`config.mk`:
```
export PLATFORM = sky130hd
export DESIGN_NAME = bds_lane
export DESIGN_NICKNAME = d
export VERILOG_FILES = /design/src/rtl/core/bds_pkg.sv /design/src/rtl/core/bds_lane.sv
export SDC_FILE = /design/constraint.sdc
export NUM_CORES = 1
export LEC_CHECK = 0
export ABC_CLOCK_PERIOD_IN_PS = 2300
export BUFFER_PORTS_ARGS = -buffer_cell sky130_fd_sc_hd__buf_2
export CAP_MARGIN = 40
export CELL_PAD_IN_SITES_DETAIL_PLACEMENT = 1
export CELL_PAD_IN_SITES_GLOBAL_PLACEMENT = 1
export CORE_UTILIZATION = 30
export CTS_CLUSTER_SIZE = 25
export DETAILED_ROUTE_END_ITERATION = 10
export PLACE_DENSITY_LB_ADDON = 0.1
export SLEW_MARGIN = 0
export SYNTH_ARGS = -nofsm -noshare
export SYNTH_HDL_FRONTEND = slang
export SYNTH_SLANG_ARGS = --single-unit
```
`constraint.sdc`:
```
create_clock -name clk_i -period 2.3 [get_ports clk_i]
set_input_delay 0.115 -clock clk_i [delete_from_list [all_inputs] [get_ports clk_i]]
set_output_delay 0.115 -clock clk_i [all_outputs]
set_load 0.05 [all_outputs]
```
`src/rtl/core/bds_pkg.sv`:
```
package bds_pkg;

  localparam int unsigned CHAN_W        = 8;
  localparam int unsigned SUM_W         = CHAN_W + 1;
  localparam int unsigned MAX_CHANNELS  = 4;
  localparam int unsigned TDATA_W       = MAX_CHANNELS * CHAN_W;
  localparam int unsigned CFG_W         = 13;
  localparam int unsigned WIDTH_RESET   = 256;
  localparam int unsigned DEF_CHANNELS  = 4;
  localparam int unsigned DEF_MAX_WIDTH = 4096;

  typedef logic [CHAN_W-1:0] chan_t;
  typedef logic [SUM_W-1:0]  sum_t;

endpackage

```
`src/rtl/core/bds_lane.sv`:
```
module bds_lane (
  input  logic          clk_i,
  input  bds_pkg::chan_t left_i,
  input  bds_pkg::chan_t pix_i,
  input  logic          load_i,
  input  bds_pkg::sum_t  above_i,
  output bds_pkg::sum_t  pair_o,
  output bds_pkg::chan_t avg_o
);
  import bds_pkg::*;

  sum_t               pair_d;
  sum_t               pair_q;
  logic [SUM_W:0]     total;

  // horizontal pair sum of this channel
  assign pair_d = SUM_W'(left_i) + SUM_W'(pix_i);
  assign pair_o = pair_d;

  always_ff @(posedge clk_i) begin
    if (load_i) begin
      pair_q <= pair_d;
    end
  end

  // block sum over the two rows, divided by four
  assign total = (SUM_W + 1)'(above_i) + (SUM_W + 1)'(pair_q);
  assign avg_o = total[SUM_W:2];

endmodule

```
* After elaboration in Yosys (flattened, before gate mapping)
Index checks and enable logic that the tools add are counted.
** Word-level totals
- Register bits after elaboration :: 9
- Output and inout bits :: 17
- Logic and storage cells :: 3
** Cells by class
- Add/sub/neg operators :: 2
** Operators by type and width (number)
- 9-bit by 9-bit adder with 10-bit output :: 1
- 8-bit by 8-bit adder with 9-bit output :: 1

* Depth between registers and ports, before layout
- Depth in word-level cells :: 1
- Mapped depth :: 6
- Depth with buffers taken out :: 6

* Worst setup path after synthesis
Ideal clock, no wire load.
- Kind :: in2reg
- From :: input port left_i[0]
- To :: register pair_q[6], data pin
- Library setup time :: 348 ps
- Data arrival time :: 2055 ps
- Data required time :: 1952 ps
- Setup slack :: -102 ps
- Stages on the path :: 6
- Path buffers :: 0
- Cells stage by stage :: ha_1 -> fa_1 -> a21o_1 -> a21oi_1 -> o211ai_1 -> xor2_1
** Between the ends
- Longest elaborated chain between the ends :: 1
** Ends and longest elaborated chain
- from (decl) :: RTL line bds_lane.sv:3 : input bds_pkg::chan_t left_i,
- 8-bit by 8-bit adder with 9-bit output :: RTL line bds_lane.sv:17 : assign pair_d = SUM_W'(left_i) + SUM_W'(pix_i);
- via pair_o[6] :: RTL line bds_lane.sv:7 : output bds_pkg::sum_t pair_o,
- to (signal assigned) :: RTL line bds_lane.sv:22 : pair_q <= pair_d;
- to (decl) :: RTL line bds_lane.sv:13 : sum_t pair_q;
The timed path passes the listed nets, and every way through them passes these cells.
A chain may end at the register's enable or synchronous reset.

* Worst setup path in the final report
- From :: register pair_q[2]
- To :: output port avg_o[6]
** Between the ends
- Longest elaborated chain between the ends :: 1
** Ends and longest elaborated chain
- 9-bit by 9-bit adder with 10-bit output :: RTL line bds_lane.sv:27 : assign total = (SUM_W + 1)'(above_i) + (SUM_W + 1)'(pair_q);
- to (decl) :: RTL line bds_lane.sv:8 : output bds_pkg::chan_t avg_o
Every way passes these cells.

==> results.yml <==
cts:
  cts_root_buffer: "clkbuf_4"
  htree_levels: 1
  cts_tree: "yes"
  cts_resized: 0
  ctsHoldBuffers: 0
  cts_made_buffers: 3
  cts.sinks: 9
  clkTransAtPathRegs_ps: 50
  clk_path_buf_depth: 2
  cts_setup_buffers: 0
hold_path:
  min_path_type: "in2reg"
  min_from: "left_i[0]"
worst_setup_path:
  crit_fanout: 4
  worst-endpoint-arrival_ps: 2030
  crit_type: "reg2out"
  critPathCaptureType: "output port"
  cp.required_ps: 2180
  critPathLaunch: "pair_q[2]$_DFFE_PP_"
  critPathLaunchType: "register"
cells_and_area:
  top_regs: "pair_q (9)"
  drive_above_1_share_pct: 36.0
  top_register: "pair_q"
  largest_register_ffs: 9
  antenna_cells: 0
  fin_util_pct: 42.5
  final_nets: 184
  areaGrowthSynthToFinish_pct: 31.8
timing:
  setup_viol: 0
  finalHoldViolations: 0
  slew_viol_final: 0
  rsz0062_at_grt: "false"
  tightestPinTransition_ps: 418
  min_period_ps: 2150
  setup_tns_ps: 0
  relSlewSlack_pct: 72.1
  fmax_ghz: 0.466
  period_share_pct: 93.3
grt:
  antenna_found_initial: 0
  grt_usage_pct: 13.1
  grt-ovfl-total: 0
  grt_start_max_net_pins: 10
  grt_pass1_vias: 850
  grt_pass1_wl_um: 3360
yosys:
  ys_seq_elements: 9
  ys_types: 29
  yosysWarnings: 0
  synthCells: 92
  syn_area_um2: 905
  synth_fp_nets: 136
  syn_area_per_cell_um2: 9.83
  synth_seq_area_share_pct: 29.9
detailed_routing:
  vias: 864
  drt_iter0_markers: 20
  first_pass_iters: 7
  avgViaCountPerCell: 5.08
  routedWlPerCell_um: 12.0
  drc_errors: 6
  wirelength_um: 2040
  drtAntennaViolNets: 0
die:
  die_h_um: 56.9
  die_area_um2: 3240
  io_pins: 44
  start_util_pct: 32.2
  core.rowCount: 19
  fp.coreArea_um2: 2810
  die_w_um: 56.9
job:
  maxCapViolCount: 0
power:
  p_leak_nw: 0.566
  ir_worst_vdd_mv: 0.230
  powerDensity_nw_per_um2: 849
placed_design:
  portBuffers: 43
  routabilityCongestion: 0.741
  dp_hpwl_um: 1850
status:
  outcome: "finished, violations left"
  violations: "design-rule violations"
## cells by family after synthesis
| logic type | Yosys count | share of synthesized area, % |
|---|---|---|
| XOR/XNOR | 11 | 10.6 |
| buffers and inverters | 6 | 2.49 |
| AO/OA/AOI/OAI | 24 | 18.5 |
| AND/OR/NAND/NOR | 25 | 14.1 |
| adder cells (fa/ha/maj) | 17 | 24.3 |
| flip-flops | 9 | 29.9 |
## critical path, cell delays in order (launching register included)
cell and delay, ps:
edfxtp_1 370, ha_1 360, o21ai_1 100, a221oi_2 410, a21oi_2 130, xnor2_1 130
buf_2 270
## report_power, final
group,switching [mW],total (mW),internal [mW]
combinational,0.487,0.678,0.191
sequential,0.00865,0.222,0.213
clock,0.0464,0.113,0.0663
total,0.542,1.01,0.471
## layout by cell type (no fill, tap or decap), types with 2 or more instances in the layout
master and instances:
edfxtp_1 9, or3_1 2, nand2_1 4, nand3_1 6, buf_2 43, o21bai_1 2, inv_1 6, xnor2_1 6
a21oi_1 7, o211ai_1 4, nor3_1 4, xor2_1 4, clkbuf_4 3, a21o_1 2, nor2_1 3, and3_1 2
ha_1 16
## final timing paths
check             endpoint  slack, ps  cells after the start
min    pair_q[0]$_DFFE_PP_        210                      2
max               avg_o[6]        150                      6
## through the flow
step | power (mW) | cell area (µm²) | instances | setup WS, ps | hold slack, ps
2_1_floorplan | 0.758 | 912 | 92 | 144 | 227
3_3_place_gp | 0.896 | 1170 | 166 | 280 | 435
3_5_place_dp | 0.908 | 1170 | 166 | 243 | 466
4_1_cts | 1.03 | 1190 | 170 | 114 | 200
5_1_grt | 1.07 | 1190 | 170 | 8.15 | 215
6_report | 1.01 | 1190 | 170 | 154 | 212
## synthesized netlist by cell type
master	n	share of area, %
xor2_1	5	4.8
nand3_1	6	3.3
edfxtp_1	9	30
a221oi_1	1	0.97
a221oi_2	1	1.7
a21oi_2	1	0.97
a21oi_1	7	3.9
inv_1	6	2.5
xnor2_1	6	5.8
a41oi_1	1	0.97
a211oi_1	1	0.83
a21o_1	2	1.7
o21ai_0	1	0.55
nor3_1	4	2.2
nand4_1	1	0.69
o21a_1	1	0.83
o211ai_1	4	3.3
and3_1	2	1.4
nor2_1	3	1.2
fa_1	1	2.2
ha_1	16	22
o21ai_1	1	0.55
o21bai_1	2	1.7
a31oi_1	1	0.69
nor2b_1	1	0.69
or3_1	2	1.4
nand2_1	4	1.7
nand3b_1	1	0.83
or2_2	1	0.69
## routing by layer
layer | GRT usage (%) | vias up | wire, µm | share of wire (%)
met1 | 14.9 | 395 | 841 | 41
met4 | 9.06 | 0 | 22 | 1.1
met3 | 0.461 | 2 | 90 | 4.4
met5 | 0 | - | 0 | 0
li1 | - | 443 | - | -
met2 | 23.7 | 24 | 1090 | 53
## final cells by class
cell class	instances	area, µm²
multi-input cells	77	619
inverters	6	22.5
well taps	31	38.8
clock buffers	4	26.3
repair buffers	43	215
fillers	359	1610
flip-flops and latches	9	270
Power figures use the tool's default switching activity.
